### src/rtl/plt_pkg.sv
// Shared types and constants for the piecewise-linear table lookup.
// Used by plt_cell, plt_divider and piecewise_linear_table_lookup.
package plt_pkg;

  localparam int VW = 32;

  localparam logic MODE_LOAD  = 1'b0;
  localparam logic MODE_QUERY = 1'b1;

  localparam logic [2:0] ST_IN_RANGE  = 3'd0;
  localparam logic [2:0] ST_OUTSIDE   = 3'd1;
  localparam logic [2:0] ST_NONFINITE = 3'd2;
  localparam logic [2:0] ST_STORED    = 3'd3;
  localparam logic [2:0] ST_REJECTED  = 3'd4;

  localparam logic [1:0] REG_ROWS    = 2'd0;
  localparam logic [1:0] REG_FIRST   = 2'd1;
  localparam logic [1:0] REG_SECOND  = 2'd2;

  typedef enum logic [2:0] {
    S_IDLE,
    S_RUN,
    S_MUL,
    S_DIVGO,
    S_DIV,
    S_DONE
  } plt_state_t;

  // Token that walks the row chain, one cell per cycle.
  typedef struct packed {
    logic          valid;
    logic          mode;
    logic [5:0]    idx;
    logic          ok;
    logic [VW-1:0] bp;
    logic [VW-1:0] v1;
    logic [VW-1:0] v2;
    logic [VW-1:0] q;
    logic          nf;
    logic          lo;
    logic          hi;
    logic          found;
    logic [VW-1:0] x0;
    logic [VW-1:0] x1;
    logic [VW-1:0] a0;
    logic [VW-1:0] a1;
    logic [VW-1:0] b0;
    logic [VW-1:0] b1;
    logic [VW-1:0] pbp;
    logic [VW-1:0] pa;
    logic [VW-1:0] pb;
  } plt_token_t;

endpackage

### src/rtl/plt_cell.sv
// One table row: stores breakpoint and two quantities, and updates the
// passing token. Depends on plt_pkg.
module plt_cell import plt_pkg::*; #(
  parameter int CELL_INDEX = 0,
  parameter int CNT_W      = 7
) (
  input  logic             clk,
  input  logic             rst,
  input  logic [CNT_W-1:0] n,
  input  plt_token_t       tin,
  output plt_token_t       tout
);

  logic [VW-1:0] bp;
  logic [VW-1:0] va;
  logic [VW-1:0] vb;
  plt_token_t    t;
  plt_token_t    tq;
  logic          vq;
  logic          at_row;
  logic          last;
  logic          wr;

  // Token update for the row held here.
  always_comb begin
    t      = tin;
    at_row = (int'(tin.idx) == CELL_INDEX);
    last   = (CELL_INDEX == int'(n) - 1);
    wr     = 1'b0;
    if (tin.mode == MODE_LOAD) begin
      if (at_row) begin
        if (CELL_INDEX > 0 && !(tin.bp > tin.pbp)) begin
          t.ok = 1'b0;
        end
        wr = tin.valid && t.ok;
      end
    end else begin
      if (CELL_INDEX == 0 && tin.q < bp) begin
        t.lo = 1'b1;
      end
      if (CELL_INDEX > 0 && CELL_INDEX < int'(n) && !tin.found && bp > tin.q) begin
        t.found = 1'b1;
        t.x0    = tin.pbp;
        t.x1    = bp;
        t.a0    = tin.pa;
        t.a1    = va;
        t.b0    = tin.pb;
        t.b1    = vb;
      end
      if (last) begin
        if (tin.q > bp) begin
          t.hi = 1'b1;
        end
        if (!t.found) begin
          t.a1 = va;
          t.b1 = vb;
        end
      end
    end
    t.pbp = bp;
    t.pa  = va;
    t.pb  = vb;
  end

  // Row storage.
  always_ff @(posedge clk) begin
    if (wr) begin
      bp <= tin.bp;
      va <= tin.v1;
      vb <= tin.v2;
    end
  end

  // Hand the token to the next cell.
  always_ff @(posedge clk) begin
    tq <= t;
  end

  always_ff @(posedge clk) begin
    if (rst) begin
      vq <= 1'b0;
    end else begin
      vq <= tin.valid;
    end
  end

  always_comb begin
    tout       = tq;
    tout.valid = vq;
  end

endmodule

### config.mk
export PLATFORM = sky130hd
export DESIGN_NAME = plt_cell
export DESIGN_NICKNAME = d
export VERILOG_FILES = /design/src/rtl/plt_pkg.sv /design/src/rtl/plt_cell.sv
export SDC_FILE = /design/constraint.sdc
export NUM_CORES = 1
export LEC_CHECK = 0
export ABC_AREA = 0
export BUFFER_PORTS_ARGS = -buffer_cell sky130_fd_sc_hd__buf_2
export CORE_AREA = 2 2 340 342
export CTS_BUF_LIST = sky130_fd_sc_hd__clkbuf_16
export CTS_CLUSTER_SIZE = 10
export DETAILED_ROUTE_END_ITERATION = 7
export DIE_AREA = 0 0 342 344
export SYNTH_ARGS = -nofsm -noshare
export SYNTH_HDL_FRONTEND = slang
export SYNTH_SLANG_ARGS = --single-unit
### constraint.sdc
create_clock -name clk -period 15.3 [get_ports clk]
set_input_delay 3.06 -clock clk [delete_from_list [all_inputs] [get_ports clk]]
set_output_delay 3.06 -clock clk [all_outputs]
set_load 0.01 [all_outputs]
* Yosys cells after proc, flatten, opt, wreduce, memory -nomap -nowiden
Index checks and enable logic that the tools add are counted.
** Storage, ports and cells
- Input bits :: 438
- Bits in registers :: 525
- Logic and storage cells :: 42
- Output and inout bits :: 429
** Operators by class
- Muxes and demuxes :: 12
- Order comparisons :: 2
- Add/subtract/negate cells :: 1
- Reductions and logical operators :: 3
** Operators with widths (count)
- $mux W32 :: 6
- $gt A32 B32 Y1 :: 1
- $logic_not A32 Y1 :: 1
- $lt A32 B32 Y1 :: 1
- $sub A7 B1 Y8 const B :: 1
- $logic_not A6 Y1 :: 1
- $mux W1 :: 5
- $mux W2 :: 1
- $logic_and A1 B1 Y1 :: 1

* Logic depth before layout (Yosys ltp)
- Word-level depth :: 4
- Gate-level depth with buffers :: 7
- Depth with buffers taken out :: 7

* Worst setup path before layout
OpenSTA, ideal clock, no wires.
- Path kind :: input-to-reg
- Start point :: input tin[424] in the netlist's numbering
- End point :: register bp[0], enable pin
- Cell stages on the path :: 3
- Path slack :: 2.032 ns
- Path buffers :: 0
- Required time :: 14.503 ns
- Setup time :: 0.797 ns
- Arrival time :: 12.470 ns
- Cell sequence :: nor4_1 nand3_1 nor4_1
** Between the ends
- Word-level cells in the longest chain between the ends :: 3
** Ends and longest elaborated chain
- from (decl) :: RTL line plt_cell.sv:10 : input plt_token_t tin,
- $logic_not A6 Y1 :: RTL line plt_cell.sv:27 : at_row = (int'(tin.idx) == CELL_INDEX);
- $mux W1 :: RTL line plt_cell.sv:31 : if (at_row) begin
- $mux W1 :: RTL line plt_cell.sv:30 : if (tin.mode == MODE_LOAD) begin
- via wr :: RTL line plt_cell.sv:22 : logic wr;
- to (signal assigned) :: RTL line plt_cell.sv:68 : bp <= tin.bp;
- to (decl) :: RTL line plt_cell.sv:14 : logic [VW-1:0] bp;
The timed path passes the listed nets, and every way through them passes these cells.
A chain may end at the register's enable or synchronous reset.

* Worst setup path after layout
- Start point :: input tin[424] in the netlist's numbering
- End point :: register va[20], enable pin
** Between the ends
- Word-level cells in the longest chain between the ends :: 3
** Ends and longest elaborated chain
- $logic_not A6 Y1 :: RTL line plt_cell.sv:27
- $mux W1 :: RTL line plt_cell.sv:31
- $mux W1 :: RTL line plt_cell.sv:30
- via wr :: RTL line plt_cell.sv:22
- to (signal assigned) :: RTL line plt_cell.sv:69 : va <= tin.v1;
- to (decl) :: RTL line plt_cell.sv:15 : logic [VW-1:0] va;
The timed path passes the listed nets, and every way through them passes these cells.

==> metrics <==
setup TNS=0 ps; CTS Root Cell=clkbuf_16; CP max-delay cell=buf_4; core area=114,000 µm²; relative slew slack=between 30% and 40%; Unique masters post-synth=29; die footprint=roughly 120,000 µm²; ys async rst share=0%; Switch Pwr=~700 µW; Synth area leader=dfxtp_1; drc violations=0; GRT Resource Usage Total=approximately a tenth; commonest cells in the synthesized netlist=429 x dfxtp_1, 96 x edfxtp_1, 60 x mux2_4, 33 x inv_1, 32 x ha_1; Site Rows=124; final-report hold violation count=0; Compound-Gate Fraction of Synth Area=approximately 1.2%; Horiz. Die Dim=342 µm; Synth area leaders=dfxtp_1 64%, edfxtp_1 21%, mux2_4 6.7%; CTS tree=done; Skew-Pair Late Insertion Delay=~630 ps; chip height=between 300 and 400 µm; Area after DPL=between 15,000 and 20,000 µm²; post_cts resized=0; gate count of the mapped netlist=roughly 700; clock-pin slew on the worst setup and hold paths=around 50 ps; Hold WS=365 ps; Buf/Inv on CP=3; post-synth top area share=63.9%; Sequential Power Share=47.9%; Most used DFF post-synth=dfxtp_1; DR WL/cell=19.6 µm; Comb power frac=5.4%; final clock skew=24.5 ps; syn_area_per_cell=about 19 µm²; Hold Buf Count CTS=0; Synth-to-Final Area Change=57.1%; First DRT Iteration DRCs=between 200 and 300; max_cap viols=0; power per cell area=145 nW/µm²; final wirelength=approximately 61,000 µm; post-synthesis register bit count=around 530; sequential share of the synthesized area=a little under nine tenths; CP cell instances=buf_2 > nor4_1 > nand3_1 > nor4_2 > buf_4 > buf_4; crit share post-route=34.7%; Max VDD drop=around 0.000073 V; Req. time, crit path=15,550 ps; CTS Sinks=between 500 and 600; Port Buffers=between 700 and 800; RSZ-0062 raised after global routing=false; CP Max Fanout=49; Overflow after GRT=0; maximum clock path buffer count=3; FMAX=between 0.15 and 0.2 GHz; ANT nets after route=0; Synth Area in Simple Gates=approximately 1.5%; synthesized area=approximately 13,000 µm²; first-pass GRT wire length=roughly 76,000 µm; kind of critical path=in2reg; layout cell share with drive strength beyond 1=57.7%; CP Capture Type=flip-flop; routability cong.=0.789; DP HPWL=~51,000 µm; status=finished, final reports clean; post-CTS setup buffer count=0; Leak=between 0.009 and 0.01 µW; Max Transition Viols Final=0; measured slew at the worst slew-check pin=1000 ps; number of global-route vias before repair=about 9,000; initial antenna violation count=66; TritonRoute pass-1 iters=6; Syn Nets=~1,200; mux share of post-synthesis cell area=under 10%; largest net degree at the start of global routing=50; CP peak stage delay=680 ps; clock network power share=between 40% and 50%; CP delay by family, top=buffers and inverters; via/cell ratio=2.89; worst hold path type=reg2reg; largest family of logic cells by synthesized area=multiplexers; Ys Warns=0; Cell Int Power=2350 µW; Final Critical Period=~5300 ps; nets@finish=just over 2,000; H-Tree Depth=3; io pins=867; Worst Path Arrival=roughly 5600 ps; Num CTS Buffers=67; startpoint types=primary input; xor-xnor portion of the synthesized cell area=0%; adder-cell area share of the yosys netlist=between 2 and 3%; # setup viols final=0; EDFF count, synth=96; Net Sw Frac=a little under a quarter; fin area=roughly 21,000 µm²; most frequent cell after synthesis=dfxtp_1; most frequent CP cell=buf_4; routed via count=9,027; initial cell density of the core=11.8%
[cells by family (layout without fill, tap and decap cells)]
family	Yosys count	count (layout)
DFF	525	525
muxes	64	64
buffers and inverters	40	925
adders and majority gates	32	32
and+or+nand+nor	32	32
AOI/OAI and AO/OA	27	27
other	0	8
[path summary, 6_finish.rpt]
kind | cells past startpoint | from | slack (ps) | endpoint
hold reg to reg | 0 | bp[6]$_DFFE_PP_ | 370 | tout[70]$_DFF_P_
hold / removal | 0 | bp[6]$_DFFE_PP_ | 370 | tout[70]$_DFF_P_
setup reg to reg | 7 | bp[14]$_DFFE_PP_ | 12630 | tout[289]$_DFF_P_
setup / recovery | 6 | tin[424] | 9980 | va[20]$_DFFE_PP_
[area by class of cell]
type                    count  area (µm²)
multi-input cells         155        1720
fillers                 12500       92800
diodes                      8        20.0
repair buffers            774        3880
clock inverters            50         294
clock buffers              68        1700
well taps                1512        1890
inverters                  33         124
flip-flops and latches    525       11500
[power groups by stage]
stage	clock, µW	sequential, µW	combinational, µW
detailed placement	0	1500	168
floorplan	0	1520	19.7
global route	1540	1470	177
global placement	0	1500	167
finish	1430	1470	164
CTS	1490	1470	169
[layer usage]
layer	track usage (%)	up-vias	wire length [µm]
met5	0	-	485
met4	3.13	76	1740
met3	8.01	185	11000
met2	15.5	600	27100
met1	9.75	4022	20800
li1	-	4144	-
[state kept, by name, summed over array words and instances (netlist names)]
name,count
bp,32
tout,428
va,32
vb,32
vq,1
[worst register-to-register path: cells and delay by family (launching register included)]
kind / cells / cell delay [ps]
compound gates: 4 / 1690
flops: 1 / 420
fa+ha+maj: 1 / 240
buf+inv: 1 / 80
simple gates: 1 / 70
[cells in the final DEF, fill, tap and decap left out, drive strengths merged, types with 2 or more instances in the layout]
cell type,n
buf,774
dfxtp,429
edfxtp,96
inv,73
clkbuf,68
mux2,64
ha,32
a21oi,13
clkinv,9
diode,8
nand4,7
nand2,6
nand3,5
nor2,5
nor4,5
o21ai,3
a221o,2
a21o,2
nor2b,2
a31oi,2
[through the flow]
step	util (%)	instances	worst slack (ps)	power [µW]
after floorplan	-	720	2030	1540
after global placement	16.8	2999	9310	1660
after detailed placement	16.8	2999	9210	1670
after CTS	18.5	3117	9900	3130
after global routing	18.5	3117	9770	3190
final	18.5	3125	9980	3060
No activity file was read; power rests on OpenSTA's default activity.
