===== src/rtl/plt_pkg.sv =====
// Shared types and constants for the piecewise-linear table lookup.
// Used by plt_cell, plt_divider and piecewise_linear_table_lookup.
package plt_pkg;

  localparam int VW = 32;

  localparam logic MODE_LOAD  = 1'b0;
  localparam logic MODE_QUERY = 1'b1;

  localparam logic [2:0] ST_IN_RANGE  = 3'd0;
  localparam logic [2:0] ST_OUTSIDE   = 3'd1;
  localparam logic [2:0] ST_NONFINITE = 3'd2;
  localparam logic [2:0] ST_STORED    = 3'd3;
  localparam logic [2:0] ST_REJECTED  = 3'd4;

  localparam logic [1:0] REG_ROWS    = 2'd0;
  localparam logic [1:0] REG_FIRST   = 2'd1;
  localparam logic [1:0] REG_SECOND  = 2'd2;

  typedef enum logic [2:0] {
    S_IDLE,
    S_RUN,
    S_MUL,
    S_DIVGO,
    S_DIV,
    S_DONE
  } plt_state_t;

  // Token that walks the row chain, one cell per cycle.
  typedef struct packed {
    logic          valid;
    logic          mode;
    logic [5:0]    idx;
    logic          ok;
    logic [VW-1:0] bp;
    logic [VW-1:0] v1;
    logic [VW-1:0] v2;
    logic [VW-1:0] q;
    logic          nf;
    logic          lo;
    logic          hi;
    logic          found;
    logic [VW-1:0] x0;
    logic [VW-1:0] x1;
    logic [VW-1:0] a0;
    logic [VW-1:0] a1;
    logic [VW-1:0] b0;
    logic [VW-1:0] b1;
    logic [VW-1:0] pbp;
    logic [VW-1:0] pa;
    logic [VW-1:0] pb;
  } plt_token_t;

endpackage


===== src/rtl/plt_divider.sv =====
// Restoring divider, one quotient bit per cycle; quotient must fit VW bits.
// Depends on plt_pkg.
module plt_divider import plt_pkg::*; (
  input  logic            clk,
  input  logic            rst,
  input  logic            start,
  input  logic [2*VW-1:0] num,
  input  logic [VW-1:0]   den,
  output logic            done,
  output logic [VW-1:0]   quo
);

  localparam int CW = $clog2(VW + 1);

  logic [VW-1:0] rem;
  logic [VW-1:0] lo;
  logic [VW-1:0] dv;
  logic [CW-1:0] cnt;
  logic          busy;
  logic [VW:0]   shifted;
  logic          fits;

  always_comb begin
    shifted = {rem, lo[VW-1]};
    fits    = (shifted >= {1'b0, dv});
  end

  // Datapath.
  always_ff @(posedge clk) begin
    if (start) begin
      rem <= num[2*VW-1:VW];
      lo  <= num[VW-1:0];
      dv  <= den;
    end else if (busy) begin
      rem <= fits ? VW'(shifted - {1'b0, dv}) : shifted[VW-1:0];
      lo  <= {lo[VW-2:0], 1'b0};
      quo <= {quo[VW-2:0], fits};
    end
  end

  // Step control.
  always_ff @(posedge clk) begin
    if (rst) begin
      busy <= 1'b0;
      cnt  <= '0;
      done <= 1'b0;
    end else begin
      done <= busy && (cnt == CW'(VW - 1));
      if (start) begin
        busy <= 1'b1;
        cnt  <= '0;
      end else if (busy) begin
        cnt <= cnt + 1'b1;
        if (cnt == CW'(VW - 1)) begin
          busy <= 1'b0;
        end
      end
    end
  end

endmodule


===== config.mk =====
export PLATFORM = sky130hd
export DESIGN_NAME = plt_divider
export DESIGN_NICKNAME = d
export VERILOG_FILES = /design/src/rtl/plt_pkg.sv /design/src/rtl/plt_divider.sv
export SDC_FILE = /design/constraint.sdc
export NUM_CORES = 1
export LEC_CHECK = 0
export ABC_AREA = 1
export ABC_CLOCK_PERIOD_IN_PS = 2600
export BUFFER_PORTS_ARGS = -buffer_cell sky130_fd_sc_hd__buf_2
export CORE_MARGIN = 10
export CORE_UTILIZATION = 45
export CTS_CLUSTER_DIAMETER = 200
export DETAILED_ROUTE_END_ITERATION = 8
export PLACE_DENSITY = 0.69
export SYNTH_ARGS = -nofsm -noshare
export SYNTH_HDL_FRONTEND = slang
export SYNTH_SLANG_ARGS = --single-unit

===== constraint.sdc =====
create_clock -name clk -period 2.6 [get_ports clk]
set_clock_uncertainty 0.05 [all_clocks]
set_input_delay 0.39 -clock clk [delete_from_list [all_inputs] [get_ports clk]]
set_output_delay 0.39 -clock clk [all_outputs]
set_load 0.02 [all_outputs]

* Yosys cells after proc, flatten, opt, wreduce, memory -nomap -nowiden *
Cells that the tools add are included.

cells by class
  $add $sub $neg = 2
  order comparisons = 1
  equality and inequality tests = 1
  muxes and demuxes = 8
  bitwise gates (word level) = 1
  reduce and logical (&&, ||, !) cells = 4

operators by type and width
  cell                                           count
  2-to-1 mux 32 bit                              5
  >= comparator 33 x 32 -> 1 bit                 1
  subtractor 32 bit                              1
  adder 6 x 1 -> 6 bit, second input constant    1
  == test 6 x 5 -> 1 bit, second input constant  1
  2-to-1 mux 1 bit                               3
  AND reduction 2 bit                            1
  nonzero test 2 bit                             1
  OR reduction 2 bit                             1
  logical AND 1 bit                              1
  inverter 1 bit                                 1

word-level totals
  register bits = 136
  input bits = 99

* Longest topological paths before layout *
Gate-level depths: netlist (run 1).

  depth after elaboration = 4
  gate-level depth with buffers = 17
  mapped depth without buffers = 16

* Least setup slack after synthesis (run 1) *
Ideal clock, no wire load.

  path kind = input port to flip-flop
  start = input start
  end = register lo[0] (enable)
  library setup time = 690 ps
  data arrival time = 1964 ps
  data required time = 1860 ps
  path slack = -104 ps
  cell stages on the path = 4
  path through = inv_1 > buf_4 > clkbuf_1 > nand2_1

on the way
  word-level cells in the longest chain between the ends = 1

RTL lines
  element                              line               RTL
  from (decl)                          plt_divider.sv:6   input logic start,
  nonzero test 2 bit (no source line)  --
  to (signal assigned)                 plt_divider.sv:32  lo <= num[VW-1:0];
  to (signal assigned)                 plt_divider.sv:36  lo <= {lo[VW-2:0], 1'b0};
  to (decl)                            plt_divider.sv:16  logic [VW-1:0] lo;

No other way between the ends.
A chain may end at the register's enable or synchronous reset.

* Worst setup path after layout (run 1) *
  start = register rem[3]
  end = register rem[11], data pin

on the way
  word-level cells in the longest chain between the ends = 4

RTL lines
  element                                                                     line                                  RTL
  from (decl)                                                                 plt_divider.sv:15                     logic [VW-1:0] rem;
  from (signal assigned)                                                      plt_divider.sv:31                     rem <= num[2*VW-1:VW];
  from (signal assigned)                                                      plt_divider.sv:35                     rem <= fits ? VW'(shifted - {1'b0, dv}) : shifted[VW-1:0];
  subtractor 32 bit / >= comparator 33 x 32 -> 1 bit (equally long branches)  plt_divider.sv:35, plt_divider.sv:25
  2-to-1 mux 32 bit (*)                                                       plt_divider.sv:35
  2-to-1 mux 32 bit (*)                                                       plt_divider.sv:34                     end else if (busy) begin
  2-to-1 mux 32 bit (*)                                                       plt_divider.sv:30                     if (start) begin

Mark *: on every way between the ends. The rest lies on a longest branch, timed or not. The select of a mux whose other input is x is not followed.

==> results of run 1 <==
kinds of logic (layout without fill, tap and decap cells):
group / after synthesis / in the layout / share of synthesized area [%]
and+or+nand+nor: 619 / 619 / 32.4
buffers and inverters: 194 / 376 / 9.64
DFF: 136 / 136 / 49.1
adders and majority gates: 34 / 34 / 5.31
AOI/OAI and AO/OA: 28 / 28 / 1.89
xor gates and xnor gates: 15 / 15 / 1.61
where the power goes:
group	internal, mW	switching (mW)	leakage (nW)
Combinational	1.09	1.68	3.51
Sequential	2.69	0.102	1.33
Clock	1.41	1.02	0.292
Total	5.20	2.80	5.14
worst min-delay path by stage:
stage / depth (start not counted) / end
finish: 1 / dv[3]
global route: 1 / dv[8]
CTS: 1 / dv[3]
detailed placement: 0 / quo[28]
global placement: 0 / quo[22]
floorplan: 2 / cnt[5]
per-layer routing:
metal  share of wire, %  routed length (um)
met1                 48               10300
met2                 46               10000
met3                4.8                1030
met4                1.2                 251
met5                  0                   0
placed cells by master, fill, tap and decap left out, types with 5 or more instances in the layout:
cell type / netlist / final
a21oi_1: 19 / 18
buf_2: 4 / 130
buf_4: 5 / 38
clkbuf_16: 0 / 19
dfxtp_1: 8 / 8
edfxtp_1: 128 / 128
ha_1: 33 / 30
inv_1: 171 / 170
inv_6: 0 / 5
nand2_1: 439 / 436
nand2_2: 6 / 9
nand3_1: 67 / 66
nand3_2: 5 / 6
nand3b_1: 26 / 26
nand4_1: 11 / 11
nor2_1: 48 / 42
nor2_2: 3 / 9
nor3_1: 5 / 5
xnor2_1: 14 / 14
state kept, by name (all words and copies together), names as in the netlist:
register,flops
rem,32
busy,1
lo,32
cnt,6
quo,32
dv,32
done,1
cell usage after synthesis:
library cell  instances
o21ai_0               3
nor2_1               48
nand4_1              11
a21oi_1              19
o21bai_1              1
nor2_2                3
nand3_2               5
dfxtp_1               8
ha_1                 33
a31oi_1               2
nor2_4                1
xor2_1                1
o21a_1                2
or2_2                 1
nand2_1             439
a21oi_2               1
buf_4                 5
nand3b_1             26
buf_1                 2
nor3_1                5
nand2_8               1
nand2_4               1
inv_1               171
buf_6                 3
nand3_1              67
buf_2                 4
buf_8                 1
and2_1                3
xnor2_1              14
edfxtp_1            128
nand2_2               6
clkbuf_1              8
fa_1                  1
nor3b_1               2
timing repair:
action,CTS,global route
setup buffers,0,0
resized for setup,0,18
setup endpoints to repair,0,27
final cells by class:
cell class | instances | area [um2]
fill | 1732 | 7930
sequential | 136 | 4000
multi-input combinational | 696 | 3410
timing repair buffer | 173 | 1030
inverter | 171 | 642
clock buffer | 21 | 503
tap | 229 | 287
clock inverter | 11 | 95.1
through the flow:
stage	std cells	util [%]	worst slack [ns]	power [mW]	TNS, ns
final	1437	55.7	0.119	8.00	0
after global routing	1437	55.7	-0.0128	8.52	-0.0232
after CTS	1437	55.3	0.00452	7.97	0
after detailed placement	1405	52.0	0.0131	5.53	0
after global placement	1405	52.0	0.0531	5.49	0
after floorplan	1026	-	0.164	4.69	0
==> flow_summary_export.csv, run 1 <==
group,metric,value,unit
synth,synth_top_area_share,47.2,%
timing,maxSlewViolCount,0,
timing,finalSetupViolCount,0,
routing,viasPerCell,4.81,
critical_path,startpoint,"rem[3]",
cts,cts.clk_slew.worst_paths,0.07,ns
critical_path,critPathKind,"flip-flop to flip-flop",
synth,synth_area_per_cell,7.94,um2
floorplan,die_h,155,um
timing,max_freq,0.403,GHz
power_and_ir_drop,cellLeakagePower,5.14,nW
critical_path,reg2reg_slack,0.12,ns
global_routing,grt-ovfl-total,0,
routing,drt_iter0_markers,490,
critical_path,r2r_cells,13,
timing,hold_slack,0.0832,ns
job,drv_cap,0,
place,portBuffers,131,
critical_path,required,2.72,ns
timing,period_needed,2.48,ns
routing,drt_pre_antenna_iters,5,
critical_path,path_buf_inv,1,
critical_path,reg2reg_from,"rem[3]",
outcome,status,"finished clean",
timing,max-slew-margin-rel,53.7,%
global_routing,grtUsageTotal,18.4,%
critical_path,path_depth,13,
critical_path,critical_path.max_stage_delay,0.40,ns
place,place_congestion,0.964,
critical_path,crit_end,"rem[11]",
floorplan,die-area,0.0239,mm2
layout,diodes,0,
cts,cts_made_buffers,17,
cts,cts_buffer_depth,2,
place,dp_hpwl,16900,um
synth,netlist_area,0.00815,mm2
global_routing,antenna_found_initial,0,
critical_path,cp_max_fo,9,
critical_path,cp.arrival,2.61,ns
place,placed_area,0.00931,mm2
critical_path,slowest_stage,"edfxtp_1",
layout,area_delta_synth_final,22.4,%
synth,yosys-top-cells-area,"edfxtp_1, nand2_1, inv_1",
cts,cts_hold_buf,0,
synth,synth.distinct_cells,34,
global_routing,grt_pass1_vias,7057,
synth,syn_nets,1159,
min_path,min-delay-start,"den[3]",
power_and_ir_drop,cellPowerDensity,802,mW/mm2
timing,rsz0062_at_grt,"yes",
cts,ctsHtreeMaxLevel,4,
routing,ant_nets,0,
power_and_ir_drop,peakVddDrop,0.000467,V
floorplan,boundaryPins,132,
global_routing,busiest_layer,"met2",
timing,worst_pin_slew,0.695,ns
floorplan,start_util,45.5,%
routing,wire_per_inst,15.0,um
layout,layout.nets,1328,
routing,via_count,6905,
synth,ys_ff_latch,136,
timing,min_period_over_period,95.4,%
critical_path,critPathLaunchType,"flip-flop",
critical_path,path_common_cell,"nand2_1",
global_routing,grt_max_degree,65,
critical_path,end_kind,"flip-flop",
synth,yosys.area.top_type,"edfxtp_1",
routing,drc,0,
critical_path,timing.rr.end,"rem[11]",
synth,ys_seq_area_share,49.1,%
synth,synthCells,1026,
layout,drive_gt1_share,19.9,%
critical_path,crit_chain,"ha_1, nand2_1, nor2_2, nand3_1, nor2_1, nand2_1, nand2_2, nor2_4, nand2_8, buf_4, nand2_1, nand3_1, nand2_1",
min_path,hold_path.class,"input port to flip-flop",
floorplan,rows,49,
cts,cts_tree,"done",
global_routing,use_met2,29.6,%
critical_path,cp_top_family,"simple AND/OR/NAND/NOR gates",
synth,yosys_warnings,0,
cts,clock_sinks,136,
floorplan,die_width,155,um
routing,wl,21600,um
cts,ctsRootBufferMaster,"clkbuf_16",
timing,finalHoldViolCount,0,
layout,final_area,0.00997,mm2
floorplan,coreArea,0.0179,mm2
global_routing,grt_use_met1,24.3,%
global_routing,met3_usage,3.91,%
global_routing,grt_pass1_wl,35700,um
cts,worstSkewPairLatency,0.43,ns
(Power assumes the default switching activity.)
==> run 2: changes to the inputs <==
- CORE_UTILIZATION: 45 -> 30
- PLACE_DENSITY: 0.69 -> 0.5
==> run 2 against run 1 <==
Against the previous run: register-to-register slack about the same; routed wire length grew 13%; cell count rose by 6.7%; sequential share of layout area down 0.69 points; global-route usage decreased by 4.0 points; maximum frequency hardly changed; clock power grew 10%; hold slack lost 0.010 ns; setup slack improved by 0.0023 ns; cell area up 1.7%; highest routed layer unchanged.
==> flow_summary_export.csv, run 2 (synthesized netlist as in run 1, its figures left out) <==
group,metric,value,unit
critical_path,critPathKind,"flip-flop to flip-flop",
place,place_congestion,0.957,
routing,wire_per_inst,16.0,um
timing,period_needed,2.48,ns
min_path,hold_end,"dv[23]",
critical_path,cp_max_fo,16,
power_and_ir_drop,cellPowerDensity,813,mW/mm2
power_and_ir_drop,pwr-share-comb,33.5,%
critical_path,required,2.70,ns
critical_path,cp.arrival,2.58,ns
layout,area_delta_synth_final,24.5,%
layout,drive_gt1_share,20.0,%
power_and_ir_drop,peakVddDrop,0.000375,V
layout,multi_input_area,0.00350,mm2
floorplan,coreArea,0.0269,mm2
power_and_ir_drop,power.internal,5.38,mW
min_path,min-delay-start,"den[23]",
floorplan,rows,60,
outcome,status,"finished clean",
power_and_ir_drop,cellLeakagePower,5.08,nW
place,portBuffers,131,
routing,wl,24500,um
routing,via_count,6828,
critical_path,timing.rr.end,"rem[13]",
timing,finalHoldViolCount,0,
cts,cts_tree,"done",
job,drv_cap,0,
cts,worstSkewPairLatency,0.44,ns
cts,cts_buffer_depth,2,
timing,maxSlewViolCount,0,
global_routing,antenna_found_initial,0,
timing,min_period_over_period,95.4,%
place,dp_hpwl,18800,um
global_routing,grt-ovfl-total,0,
routing,drt_iter0_markers,363,
critical_path,reg2reg_slack,0.12,ns
timing,max-slew-margin-rel,60.5,%
routing,viasPerCell,4.45,
cts,ctsRootBufferMaster,"clkbuf_16",
floorplan,boundaryPins,132,
layout,diodes,0,
critical_path,critPathLaunchType,"flip-flop",
routing,drc,0,
critical_path,reg2reg_from,"rem[21]",
timing,finalSetupViolCount,0,
floorplan,die-area,0.0342,mm2
cts,cts.clk_slew.worst_paths,0.07,ns
global_routing,grt_max_degree,57,
min_path,hold-path-cell-count,1,
cts,postCtsSetupBuffers,0,
floorplan,die_width,185,um
cts,clock_sinks,136,
routing,drt_pre_antenna_iters,5,
layout,final-seq-area,0.00400,mm2
cts,cts_hold_buf,0,
global_routing,grt_pass1_wl,38200,um
cts,cts_made_buffers,17,
power_and_ir_drop,pwr-share-clk,32.5,%
layout,final_common_cell,"nand2_1",
power_and_ir_drop,p_switching,2.87,mW
layout,final_area,0.0101,mm2
place,placed_area,0.00935,mm2
global_routing,grt_pass1_vias,6915,
layout,post-route-util,37.8,%
floorplan,die_h,185,um
timing,max_freq,0.403,GHz
min_path,hold_path.class,"input port to flip-flop",
power_and_ir_drop,switching_share,34.8,%
layout,layout_common_cells,"nand2_1, inv_1, buf_2",
cts,ctsHtreeMaxLevel,4,
routing,ant_nets,0,
layout,layout.nets,1312,
power_and_ir_drop,pwr-share-seq,34.0,%
critical_path,end_kind,"flip-flop",
floorplan,start_util,30.3,%
critical_path,r2r_cells,11,
timing,worst_pin_slew,0.591,ns
layout,fillers,2833,
global_routing,grtUsageTotal,14.4,%
==> run 2: cell types whose count changed in the layout (fill, tap and decap cells not counted), moves of 4 or more <==
cell | before | now
ha_4 | 1 | 5
buf_4 | 38 | 19
ha_1 | 30 | 21
ha_2 | 2 | 7
bufinv_16 | 0 | 4
==> run 2: power groups by stage <==
stage / registers [mW] / logic (mW) / clock network (mW)
floorplan: 2.83 / 1.86 / 0
global placement: 2.84 / 2.65 / 0
detailed placement: 2.84 / 2.65 / 0
CTS: 2.80 / 2.67 / 2.74
global route: 2.83 / 3.14 / 2.83
finish: 2.81 / 2.76 / 2.68
==> run 2: worst max-delay path by stage <==
stage               startpoint  slack, ns  cells after the start  endpoint
detailed placement     rem[22]      -0.03                     11   rem[13]
global placement       rem[24]      -0.10                     13   rem[13]
floorplan                start       0.16                      2    quo[0]
CTS                    rem[22]      0.004                     12   rem[13]
finish                 rem[21]       0.12                     11   rem[13]
global route           rem[25]     -0.006                     13   rem[25]
==> run 2: through the flow <==
stage          hold WS, ns  worst slack [ns]  setup TNS [ns]  power, mW  std cells
2_1_floorplan        0.394             0.164               0       4.69       1026
3_3_place_gp         0.373            -0.104          -0.389       5.49       1501
3_5_place_dp         0.377           -0.0288         -0.0309       5.49       1501
4_1_cts             0.0616           0.00422               0       8.21       1533
5_1_grt             0.0669          -0.00628        -0.00628       8.81       1533
6_report            0.0728             0.121               0       8.25       1533
==> run 2: worst max-delay path, stage by stage (launching register included) <==
cell and delay, ns:
edfxtp_1 0.42, ha_2 0.41, nand2_1 0.13, nor2_2 0.21, nand2_1 0.16, nor2_2 0.17
nand2_4 0.13, nand2_8 0.10, buf_12 0.15, nand2_1 0.06, nand3_1 0.06, nand2_1 0.12
==> run 2: routing by layer <==
layer / share of wire [%] / track usage, %
met5: 0 / 0
met4: 1.6 / 4.52
met3: 3.5 / 2.76
met2: 45 / 22.3
met1: 50 / 19.7
==> run 2: repair_timing <==
item,in CTS,in global routing
resized for setup,3,36
endpoints found under the setup margin,3,32
hold endpoints to repair,0,0
pin swaps,0,1
==> run 2: layout make-up <==
cell class	instances	area share (%)
Clock buffer	19	4.27
Clock inverter	13	1.92
Inverter	171	6.33
Multi-Input combinational cell	696	34.5
Sequential cell	136	39.5
Tap cell	341	4.21
Timing Repair Buffer	157	9.30
